$ cat src/hdl/sdsr_pkg.sv
// sdsr_pkg: shared constants, types and lookup functions of the signed decimal
// seven-segment renderer; no dependencies
`default_nettype none

package sdsr_pkg;

   // field widths
   localparam int MAG_W        = 64;
   localparam int ADDR_W       = 7;
   localparam int SEG_W        = 7;

   // binary to bcd conversion: 65 bits shifted in, 5 per cycle
   localparam int BCD_DIGITS   = 20;
   localparam int STEP_BITS    = 5;
   localparam int CONV_STEPS   = 13;
   localparam int BIN_W        = STEP_BITS * CONV_STEPS;
   localparam int STEP_CNT_W   = $clog2(CONV_STEPS + 1);

   // display geometry
   localparam int DIGIT_COUNT_DEFAULT = 13;
   localparam int PHYS_COLUMNS        = 13;

   // clamp limits
   localparam logic [MAG_W-1:0] POS_LIMIT = 64'd9999999999999;
   localparam logic [MAG_W-1:0] NEG_LIMIT = 64'd999999999999;

   localparam logic [SEG_W-1:0] MINUS_PATTERN = 7'h08;
   localparam logic [SEG_W-1:0] BLANK_PATTERN = 7'h00;

   // column addresses per row, most significant column first
   localparam logic [ADDR_W-1:0] ROW0_ADDR [PHYS_COLUMNS] = '{
      7'h50, 7'h52, 7'h54, 7'h56, 7'h58, 7'h5a, 7'h5c,
      7'h5e, 7'h60, 7'h62, 7'h64, 7'h66, 7'h68
   };
   localparam logic [ADDR_W-1:0] ROW1_ADDR [PHYS_COLUMNS] = '{
      7'h44, 7'h46, 7'h48, 7'h4a, 7'h4c, 7'h4e, 7'h6c,
      7'h6e, 7'h70, 7'h72, 7'h74, 7'h76, 7'h78
   };

   // converted number handed from the converter to the emitter
   typedef struct packed {
      logic                         neg;
      logic                         row;
      logic [BCD_DIGITS-1:0][3:0]   digits;
   } conv_result_type;

   // segment pattern of one decimal digit
   function automatic logic [SEG_W-1:0] digit_shape(input logic [3:0] digit);
      logic [SEG_W-1:0] seg;
      case (digit)
         4'd0:    seg = 7'h77;
         4'd1:    seg = 7'h12;
         4'd2:    seg = 7'h6b;
         4'd3:    seg = 7'h5b;
         4'd4:    seg = 7'h1e;
         4'd5:    seg = 7'h5d;
         4'd6:    seg = 7'h7d;
         4'd7:    seg = 7'h13;
         4'd8:    seg = 7'h7f;
         4'd9:    seg = 7'h5f;
         default: seg = BLANK_PATTERN;
      endcase
      return seg;
   endfunction

   // ram address of a column, counted from the least significant one;
   // columns past the physical ones stick at the top column
   function automatic logic [ADDR_W-1:0] col_addr(input logic row, input logic [4:0] col);
      logic [3:0] c;
      logic [3:0] idx;
      c   = (col < 5'(PHYS_COLUMNS)) ? col[3:0] : 4'(PHYS_COLUMNS - 1);
      idx = 4'(PHYS_COLUMNS - 1) - c;
      return row ? ROW1_ADDR[idx] : ROW0_ADDR[idx];
   endfunction

endpackage

`default_nettype wire

$ cat src/hdl/sdsr_ifs.sv
// sdsr_ifs: valid/ready channel interfaces for request and response
// depends on sdsr_pkg for field widths
`default_nettype none

interface sdsr_req_if;
   logic                              valid;
   logic                              ready;
   logic                              row;
   logic signed [sdsr_pkg::MAG_W-1:0] value;
   logic                              allow_overflow;

   modport source (output valid, output row, output value, output allow_overflow,
                   input ready);
   modport sink   (input valid, input row, input value, input allow_overflow,
                   output ready);
endinterface

interface sdsr_rsp_if;
   logic                        valid;
   logic                        ready;
   logic [sdsr_pkg::ADDR_W-1:0] ram_address;
   logic [sdsr_pkg::SEG_W-1:0]  segments;
   logic                        last;

   modport source (output valid, output ram_address, output segments, output last,
                   input ready);
   modport sink   (input valid, input ram_address, input segments, input last,
                   output ready);
endinterface

`default_nettype wire

$ cat src/hdl/signed_decimal_seven_segment_render_top.sv
// signed_decimal_seven_segment_render_top: renders a signed number as
// seven-segment column writes; depends on sdsr_pkg, sdsr_ifs, sdsr_converter,
// sdsr_emitter
//
//   channel   dir   handshake     payload
//   req_ch    in    valid/ready   row, value, allow_overflow
//   rsp_ch    out   valid/ready   ram_address, segments, last
//
// a number runs through the bcd cell chain (5 bits per cycle over 65 bits)
// and is then handed off to the emitter, then DIGIT_COUNT response
// transactions leave one per cycle while rsp_ch is ready
// conversion of the next number overlaps emission of the current one, so a
// new number can be taken while the emitter still sends the last one
// a stall on rsp_ch holds the emitter; the converter then holds its result
// and req_ch.ready stays low until the emitter loads it
// synchronous active-high reset clears all control state; no clearing pass
`default_nettype none

module signed_decimal_seven_segment_render_top #(
   parameter int DIGIT_COUNT = sdsr_pkg::DIGIT_COUNT_DEFAULT
) (
   input  wire logic  clock,
   input  wire logic  reset,
   sdsr_req_if.sink   req_ch,
   sdsr_rsp_if.source rsp_ch
);
   import sdsr_pkg::*;

   conv_result_type result;
   logic            result_valid;
   logic            result_ready;

   // binary to bcd front end
   sdsr_converter u_converter (
      .clock        (clock),
      .reset        (reset),
      .req_ch       (req_ch),
      .result       (result),
      .result_valid (result_valid),
      .result_ready (result_ready)
   );

   // column writer
   sdsr_emitter #(
      .DIGIT_COUNT (DIGIT_COUNT)
   ) u_emitter (
      .clock        (clock),
      .reset        (reset),
      .result       (result),
      .result_valid (result_valid),
      .result_ready (result_ready),
      .rsp_ch       (rsp_ch)
   );

endmodule

`default_nettype wire

$ cat src/hdl/sdsr_bcd_cell.sv
// sdsr_bcd_cell: one bcd digit of the double-dabble chain, several shift
// steps per clock; depends on sdsr_pkg
`default_nettype none

module sdsr_bcd_cell (
   input  wire logic                          clock,
   input  wire logic                          clear,
   input  wire logic                          enable,
   input  wire logic [sdsr_pkg::STEP_BITS-1:0] in_bits,
   output logic      [sdsr_pkg::STEP_BITS-1:0] out_bits,
   output logic      [3:0]                     digit
);
   import sdsr_pkg::*;

   logic [3:0] digit_ff;
   logic [3:0] digit_in;

   // add-3 correction then shift, once per sub-step; bit k enters at sub-step k
   always_comb begin
      logic [3:0] d;
      d        = digit_ff;
      out_bits = '0;
      for (int k = 0; k < STEP_BITS; k++) begin
         if (d >= 4'd5) begin
            d = d + 4'd3;
         end
         out_bits[k] = d[3];
         d           = {d[2:0], in_bits[k]};
      end
      digit_in = d;
   end

   // digit register, cleared when a new number is loaded
   always_ff @(posedge clock) begin
      if (clear) begin
         digit_ff <= '0;
      end else if (enable) begin
         digit_ff <= digit_in;
      end
   end

   assign digit = digit_ff;

endmodule

`default_nettype wire

$ cat src/hdl/sdsr_converter.sv
// sdsr_converter: takes a request transaction, clamps and folds the sign,
// then runs the bcd cell chain; depends on sdsr_pkg, sdsr_ifs, sdsr_bcd_cell
`default_nettype none

module sdsr_converter (
   input  wire logic                    clock,
   input  wire logic                    reset,
   sdsr_req_if.sink                     req_ch,
   output sdsr_pkg::conv_result_type    result,
   output logic                         result_valid,
   input  wire logic                    result_ready
);
   import sdsr_pkg::*;

   logic                  busy_ff, busy_in;
   logic [STEP_CNT_W-1:0] count_ff, count_in;
   logic [BIN_W-1:0]      bin_ff, bin_in;
   logic                  neg_ff, row_ff;

   logic                  accept;
   logic                  done;
   logic                  handoff;
   logic                  step_en;
   logic                  neg;
   logic [MAG_W-1:0]      mag;
   logic [MAG_W-1:0]      mag_clamped;

   logic [STEP_BITS-1:0]  chain [BCD_DIGITS+1];
   logic [3:0]            digits [BCD_DIGITS];

   // handshake
   assign done     = busy_ff && (count_ff == STEP_CNT_W'(CONV_STEPS));
   assign handoff  = done && result_ready;
   assign step_en  = busy_ff && !done;
   assign req_ch.ready = !busy_ff || handoff;
   assign accept   = req_ch.valid && req_ch.ready;

   // magnitude as unsigned, then clamp unless overflow is allowed
   always_comb begin
      neg = req_ch.value[MAG_W-1];
      mag = neg ? (~req_ch.value + 64'd1) : req_ch.value;
      mag_clamped = mag;
      if (!req_ch.allow_overflow) begin
         if (!neg && (mag > POS_LIMIT)) begin
            mag_clamped = POS_LIMIT;
         end
         if (neg && (mag > NEG_LIMIT)) begin
            mag_clamped = NEG_LIMIT;
         end
      end
   end

   // control next state
   always_comb begin
      busy_in  = busy_ff;
      count_in = count_ff;
      if (accept) begin
         busy_in  = 1'b1;
         count_in = '0;
      end else if (handoff) begin
         busy_in  = 1'b0;
      end else if (step_en) begin
         count_in = count_ff + 1'b1;
      end
   end

   // binary shift register, msb first
   always_comb begin
      bin_in = bin_ff;
      if (accept) begin
         bin_in = {{(BIN_W - MAG_W){1'b0}}, mag_clamped};
      end else if (step_en) begin
         bin_in = bin_ff << STEP_BITS;
      end
   end

   always_ff @(posedge clock) begin
      if (reset) begin
         busy_ff  <= 1'b0;
         count_ff <= '0;
      end else begin
         busy_ff  <= busy_in;
         count_ff <= count_in;
      end
   end

   always_ff @(posedge clock) begin
      bin_ff <= bin_in;
      if (accept) begin
         neg_ff <= neg;
         row_ff <= req_ch.row;
      end
   end

   // bits for this cycle's sub-steps feed the lowest digit
   always_comb begin
      for (int k = 0; k < STEP_BITS; k++) begin
         chain[0][k] = bin_ff[BIN_W-1-k];
      end
   end

   // row of digit cells, each passing its carried-out bits upward
   for (genvar i = 0; i < BCD_DIGITS; i++) begin : g_cell
      sdsr_bcd_cell u_cell (
         .clock    (clock),
         .clear    (accept),
         .enable   (step_en),
         .in_bits  (chain[i]),
         .out_bits (chain[i+1]),
         .digit    (digits[i])
      );
   end

   // converted number
   always_comb begin
      result.neg = neg_ff;
      result.row = row_ff;
      for (int i = 0; i < BCD_DIGITS; i++) begin
         result.digits[i] = digits[i];
      end
   end

   assign result_valid = done;

endmodule

`default_nettype wire

$ cat src/hdl/sdsr_emitter.sv
// sdsr_emitter: shifts converted digits out as one response transaction per
// column; depends on sdsr_pkg and sdsr_ifs
`default_nettype none

module sdsr_emitter #(
   parameter int DIGIT_COUNT = sdsr_pkg::DIGIT_COUNT_DEFAULT
) (
   input  wire logic                    clock,
   input  wire logic                    reset,
   input  wire sdsr_pkg::conv_result_type result,
   input  wire logic                    result_valid,
   output logic                         result_ready,
   sdsr_rsp_if.source                   rsp_ch
);
   import sdsr_pkg::*;

   localparam int COL_W = (DIGIT_COUNT > 1) ? $clog2(DIGIT_COUNT) : 1;

   logic             busy_ff, busy_in;
   logic [COL_W-1:0] col_ff;
   logic             neg_ff, row_ff, minus_done_ff;
   logic [3:0]       digit_ff [DIGIT_COUNT];
   logic             nz_ff    [DIGIT_COUNT];

   logic             fire;
   logic             last;
   logic             load;
   logic             nz_load  [DIGIT_COUNT];
   logic             show_minus;

   assign fire         = busy_ff && rsp_ch.ready;
   assign last         = (col_ff == COL_W'(DIGIT_COUNT - 1));
   assign result_ready = !busy_ff || (fire && last);
   assign load         = result_valid && result_ready;

   // remaining value nonzero at each column: any digit at or above it
   always_comb begin
      for (int i = 0; i < DIGIT_COUNT; i++) begin
         nz_load[i] = 1'b0;
         for (int j = i; j < BCD_DIGITS; j++) begin
            nz_load[i] = nz_load[i] | (result.digits[j] != 4'd0);
         end
      end
   end

   always_comb begin
      busy_in = busy_ff;
      if (load) begin
         busy_in = 1'b1;
      end else if (fire && last) begin
         busy_in = 1'b0;
      end
   end

   always_ff @(posedge clock) begin
      if (reset) begin
         busy_ff <= 1'b0;
      end else begin
         busy_ff <= busy_in;
      end
   end

   // digit cells: load in parallel, shift toward column zero per transaction
   always_ff @(posedge clock) begin
      if (load) begin
         for (int i = 0; i < DIGIT_COUNT; i++) begin
            digit_ff[i] <= result.digits[i];
            nz_ff[i]    <= nz_load[i];
         end
      end else if (fire) begin
         for (int i = 0; i < DIGIT_COUNT - 1; i++) begin
            digit_ff[i] <= digit_ff[i+1];
            nz_ff[i]    <= nz_ff[i+1];
         end
         digit_ff[DIGIT_COUNT-1] <= 4'd0;
         nz_ff[DIGIT_COUNT-1]    <= 1'b0;
      end
   end

   // column counter and sign tracking
   assign show_minus = !nz_ff[0] && neg_ff && !minus_done_ff;

   always_ff @(posedge clock) begin
      if (load) begin
         col_ff        <= '0;
         neg_ff        <= result.neg;
         row_ff        <= result.row;
         minus_done_ff <= 1'b0;
      end else if (fire) begin
         col_ff <= col_ff + 1'b1;
         if (show_minus) begin
            minus_done_ff <= 1'b1;
         end
      end
   end

   // response payload
   always_comb begin
      rsp_ch.valid       = busy_ff;
      rsp_ch.ram_address = col_addr(row_ff, 5'(col_ff));
      rsp_ch.last        = last;
      if (nz_ff[0]) begin
         rsp_ch.segments = digit_shape(digit_ff[0]);
      end else if (show_minus) begin
         rsp_ch.segments = MINUS_PATTERN;
      end else begin
         rsp_ch.segments = BLANK_PATTERN;
      end
   end

endmodule

`default_nettype wire

$ cat src/flat_wrapper.sv
// flat-port wrapper written by rule: the top's interface ports become plain ports
module signed_decimal_seven_segment_render_top_flat import sdsr_pkg::*;
#(
   parameter int DIGIT_COUNT = sdsr_pkg::DIGIT_COUNT_DEFAULT
)
  (clock, reset, req_ch_valid, req_ch_row, req_ch_value, req_ch_allow_overflow, req_ch_ready, rsp_ch_valid, rsp_ch_ram_address, rsp_ch_segments, rsp_ch_last, rsp_ch_ready);
  sdsr_req_if req_ch_i ();
  sdsr_rsp_if rsp_ch_i ();
  input  wire logic clock;
  input  wire logic reset;
  input wire logic [$bits(req_ch_i.valid)-1:0] req_ch_valid;
  input wire logic [$bits(req_ch_i.row)-1:0] req_ch_row;
  input wire logic [$bits(req_ch_i.value)-1:0] req_ch_value;
  input wire logic [$bits(req_ch_i.allow_overflow)-1:0] req_ch_allow_overflow;
  output wire logic [$bits(req_ch_i.ready)-1:0] req_ch_ready;
  output wire logic [$bits(rsp_ch_i.valid)-1:0] rsp_ch_valid;
  output wire logic [$bits(rsp_ch_i.ram_address)-1:0] rsp_ch_ram_address;
  output wire logic [$bits(rsp_ch_i.segments)-1:0] rsp_ch_segments;
  output wire logic [$bits(rsp_ch_i.last)-1:0] rsp_ch_last;
  input wire logic [$bits(rsp_ch_i.ready)-1:0] rsp_ch_ready;
  assign req_ch_i.valid = req_ch_valid;
  assign req_ch_i.row = req_ch_row;
  assign req_ch_i.value = req_ch_value;
  assign req_ch_i.allow_overflow = req_ch_allow_overflow;
  assign req_ch_ready = req_ch_i.ready;
  assign rsp_ch_valid = rsp_ch_i.valid;
  assign rsp_ch_ram_address = rsp_ch_i.ram_address;
  assign rsp_ch_segments = rsp_ch_i.segments;
  assign rsp_ch_last = rsp_ch_i.last;
  assign rsp_ch_i.ready = rsp_ch_ready;
  signed_decimal_seven_segment_render_top #(.DIGIT_COUNT(DIGIT_COUNT)) u_core (.clock(clock), .reset(reset), .req_ch(req_ch_i), .rsp_ch(rsp_ch_i));
endmodule
$ cat config.mk
export PLATFORM = sky130hd
export DESIGN_NAME = signed_decimal_seven_segment_render_top_flat
export DESIGN_NICKNAME = d
export VERILOG_FILES = /design/src/hdl/sdsr_pkg.sv /design/src/hdl/sdsr_ifs.sv /design/src/hdl/signed_decimal_seven_segment_render_top.sv /design/src/hdl/sdsr_bcd_cell.sv /design/src/hdl/sdsr_converter.sv /design/src/hdl/sdsr_emitter.sv /design/src/flat_wrapper.sv
export SDC_FILE = /design/constraint.sdc
export NUM_CORES = 1
export LEC_CHECK = 0
export ABC_CLOCK_PERIOD_IN_PS = 17300
export BUFFER_PORTS_ARGS = -buffer_cell sky130_fd_sc_hd__clkbuf_2
export CAP_MARGIN = 5
export CORE_MARGIN = 3
export CORE_UTILIZATION = 55
export DETAILED_ROUTE_END_ITERATION = 16
export PLACE_DENSITY_LB_ADDON = 0.2
export SLEW_MARGIN = 5
export SYNTH_ARGS = -nofsm -noshare
export SYNTH_HDL_FRONTEND = slang
export SYNTH_SLANG_ARGS = --single-unit
$ cat constraint.sdc
create_clock -name clock -period 17.3 [get_ports clock]
set_input_delay 0.865 -clock clock [delete_from_list [all_inputs] [get_ports clock]]
set_output_delay 0.865 -clock clock [all_outputs]
set_load 0.005 [all_outputs]
==> flow_metrics.tcl <==
set metrics [dict create \
    status "completed" \
    portBuffers 84 \
    numCtsBuffers 25 \
    syn_nets 3334 \
    path_delay_family "simple AND/OR/NAND/NOR gates" \
    ys_types 97 \
    fp.dieH_um 217 \
    worst_r2r_path_depth 23 \
    maxCapViolCount 0 \
    final_util_pct 60.0 \
    drc 0 \
    grt_overflow 0 \
    crit_top_cell "nand4_1" \
    setup_viol 0 \
    end_kind "flip-flop" \
    postCtsHoldBufs 0 \
    layout_worst_path_cycle_share_pct 34.8 \
    grt_max_degree 81 \
    finClkSkew_ps 14.5 \
    r2r-start "u_core.u_converter.g_cell[9].u_cell.digit[0]" \
    fillCellCount 4002 \
    core-area_mm2 0.0436 \
    worstPathRequired_ps 17540 \
    syn_inst 3133 \
    n_antenna_cell 0 \
    drive_gt1_share_pct 9.56 \
    drt_first_pass_iters 7 \
    dp_hpwl_um 51100 \
    place.gp.congestion 0.969 \
    clk_latency_ps 530 \
    finalHoldViolations 0 \
    path_max_fanout 19 \
    drt_iter0_drc 2082 \
    synth_area_leader_cell "edfxtp_1" \
    synth-seq-cells 225 \
    cts_num_sinks 225 \
    cts.path.max_buffers 3 \
    htreeDepth 1 \
    min_from "u_core.u_converter.neg_ff" \
    rows 76 \
    clockRootBuffer "clkbuf_16" \
    hold_path_depth 0 \
    syn_avg_cell_area_um2 7.84 \
    syn_area_mm2 0.0246 \
    synth_top_area_share_pct 16.3 \
    synth_area_leaders "edfxtp_1 (16%), dfxtp_1 (7.5%), ha_1 (6.7%), nand2_1 (4.6%), mux2_2 (4.3%)" \
    fin_crit_ps 6020 \
    crit_path_max_incr_delay_ps 1150 \
    seq_area_mm2 0.00584 \
    grt_use_total_pct 27.4 \
    dieArea_mm2 0.0472 \
    worst_pin_slew_ps 1290 \
    grt_pass1_vias 22600 \
    fin_tns_setup_ps 0 \
    crit_slowest_cell "nor4_2" \
    hold_path_end "u_core.u_emitter.neg_ff" \
    worstPathArrival_ps 6250 \
    nets 3308 \
    pin_count 87 \
    async_reset_ff_share_pct 0 \
    ys_seq_area_share_pct 23.8 \
    cts_resized 0 \
    cts_tree "done" \
    avgRoutedWirePerCell_um 18.4 \
    holdWs_ps 429 \
    antenna_found_initial 0 \
    max_freq_mhz 166 \
    ys_warn_count 0 \
    r2r-end "u_core.u_converter.g_cell[9].u_cell.digit[1]" \
    crit_type "input port to flip-flop" \
    hold_class "flip-flop to flip-flop" \
    finalMaxSlewViolations 0 \
    rsz0062_at_grt "no" \
    synth-edff-count 133 \
    synth_top_flop_cell "edfxtp_1" \
    area_growth_syn_to_layout_pct 6.34 \
    post_cts_buffers 0 \
    reg2reg_slack_ps 12090 \
    cp.depth 12 \
    slew_headroom_pct 13.4 \
    grt_pass1_wl_um 111000 \
    multi_input_area_mm2 0.0176 \
    post_dp_cell_area_mm2 0.0253 \
    path_clk_slew_ps 60 \
    path_buf_inv 1 \
    die_w_um 217 \
    wl_um 68100 \
    critPathLaunchType "input port" \
    path_cells "clkbuf_2 -> or4_1 -> nor3_1 -> nand4_1 -> o41ai_1 -> xor2_1 -> nand4_1 -> nor4b_1 -> a211oi_1 -> o21a_1 -> nor4_2 -> a21oi_1" \
    dr_total_vias 24400 \
    start_util_pct 56.4 \
    ant_nets 0 \
    stdcell_area_mm2 0.0261 \
    viasPerCell 6.58 \
]
==> sequential cells by signal, summed over array words and instances (netlist names) <==
signal                                  cells
u_core.u_converter.count_ff                 4
u_core.u_emitter.rsp_ch.valid               1
u_core.u_emitter.row_ff                     1
u_core.u_converter.bin_ff                  65
u_core.u_emitter.col_ff                     4
u_core.u_converter.row_ff                   1
u_core.u_emitter.digit_ff                  52
u_core.u_emitter.neg_ff                     1
u_core.u_converter.g_cell.u_cell.digit     80
u_core.u_converter.busy_ff                  1
u_core.u_emitter.nz_ff                     13
u_core.u_emitter.minus_done_ff              1
u_core.u_converter.neg_ff                   1
==> cell usage after synthesis, types with 24 or more instances <==
library cell and n:
o21a_1 29, and2_1 53, nand2b_1 55, o22ai_1 34
or2_2 31, mux2i_1 71, a2bb2oi_1 25, nor3b_1 24
nor2_1 232, a32oi_1 32, or4_1 24, mux2_2 93
or3_1 48, nor3_1 87, a31oi_1 27, a211o_1 35
dfxtp_1 92, and3_1 40, edfxtp_1 133, o31ai_1 37
o211ai_1 58, inv_1 157, nand3_1 80, ha_1 131
a21o_1 47, xnor2_1 59, a21oi_1 153, o21ai_1 92
nand4_1 33, o21ai_0 145, xor2_1 57, clkbuf_1 137
a211oi_1 81, nand2_1 304, nor2b_1 32
==> how the worst max path moves through the flow <==
stage	slack (ps)	endpoint	startpoint
6_report	11280	u_core.u_converter.bin_ff[21]	req_ch_value[6]
5_1_grt	10840	u_core.u_converter.bin_ff[30]	req_ch_value[6]
4_1_cts	11390	u_core.u_converter.bin_ff[10]	req_ch_value[6]
3_5_place_dp	10850	u_core.u_converter.bin_ff[10]	req_ch_value[6]
3_3_place_gp	11050	u_core.u_converter.bin_ff[35]	req_ch_value[6]
2_1_floorplan	11390	u_core.u_emitter.digit_ff[0][0]	u_core.u_converter.count_ff[0]
==> cell families after synthesis <==
family          count (synthesis)  share of synthesized area, %
xor+xnor                      116                          4.14
mux                           166                          7.25
other cells                     2                        0.0306
compound gates               1038                          29.5
buf+inv                       315                          4.91
flops                         225                          23.8
simple gates                 1140                          23.8
fa+ha+maj                     131                          6.67
==> layout by cell type (no fill, tap or decap), types with 15 or more instances in the layout <==
| cell type | n |
|---|---|
| a31oi_1 | 27 |
| dfxtp_1 | 92 |
| nand4_1 | 33 |
| o21ai_0 | 144 |
| and2_1 | 52 |
| nand3_1 | 80 |
| or2_2 | 31 |
| a211o_1 | 35 |
| mux2_2 | 93 |
| nand2b_1 | 55 |
| o41ai_1 | 17 |
| edfxtp_1 | 133 |
| a32oi_1 | 32 |
| o21a_1 | 29 |
| a211oi_1 | 81 |
| nor3b_1 | 24 |
| inv_1 | 156 |
| mux2i_1 | 71 |
| nor2b_1 | 32 |
| a21o_1 | 47 |
| nand2_1 | 302 |
| or4_1 | 24 |
| o32a_1 | 15 |
| and3_1 | 40 |
| xor2_1 | 57 |
| ha_1 | 131 |
| clkbuf_2 | 84 |
| a2bb2oi_1 | 25 |
| buf_4 | 15 |
| o31ai_1 | 37 |
| o21ai_1 | 92 |
| or3_1 | 48 |
| nor2_1 | 231 |
| o22ai_1 | 34 |
| xnor2_1 | 59 |
| nor4_1 | 21 |
| o211ai_1 | 58 |
| clkbuf_16 | 27 |
| nor3_1 | 87 |
| a21oi_1 | 152 |
==> routing by layer <==
layer	track usage (%)	up-vias	part of all wire (%)
met5	0	-	0
met4	4.70	0	1.4
met3	2.60	70	5.1
met2	47.0	665	47
met1	38.0	11800	47
li1	-	11900	-
==> through the flow <==
stage | setup WS (ps) | instances
CTS | 11390 | 3711
detailed placement | 10850 | 3665
floorplan | 11390 | 3133
global route | 10840 | 3711
finish | 11280 | 3711
global placement | 11050 | 3665
==> layout make-up <==
cell class / count / area share [%]
multi-input cells: 2593 / 67.2
flip-flops and latches: 225 / 22.3
clock buffers: 35 / 2.86
well taps: 585 / 2.80
inverters: 163 / 2.35
repair buffers: 99 / 2.04
clock inverters: 11 / 0.364
Power is left out: the tool's default activity adds up to more than one toggle a clock period on the data nets, which glitch-free logic cannot reach.
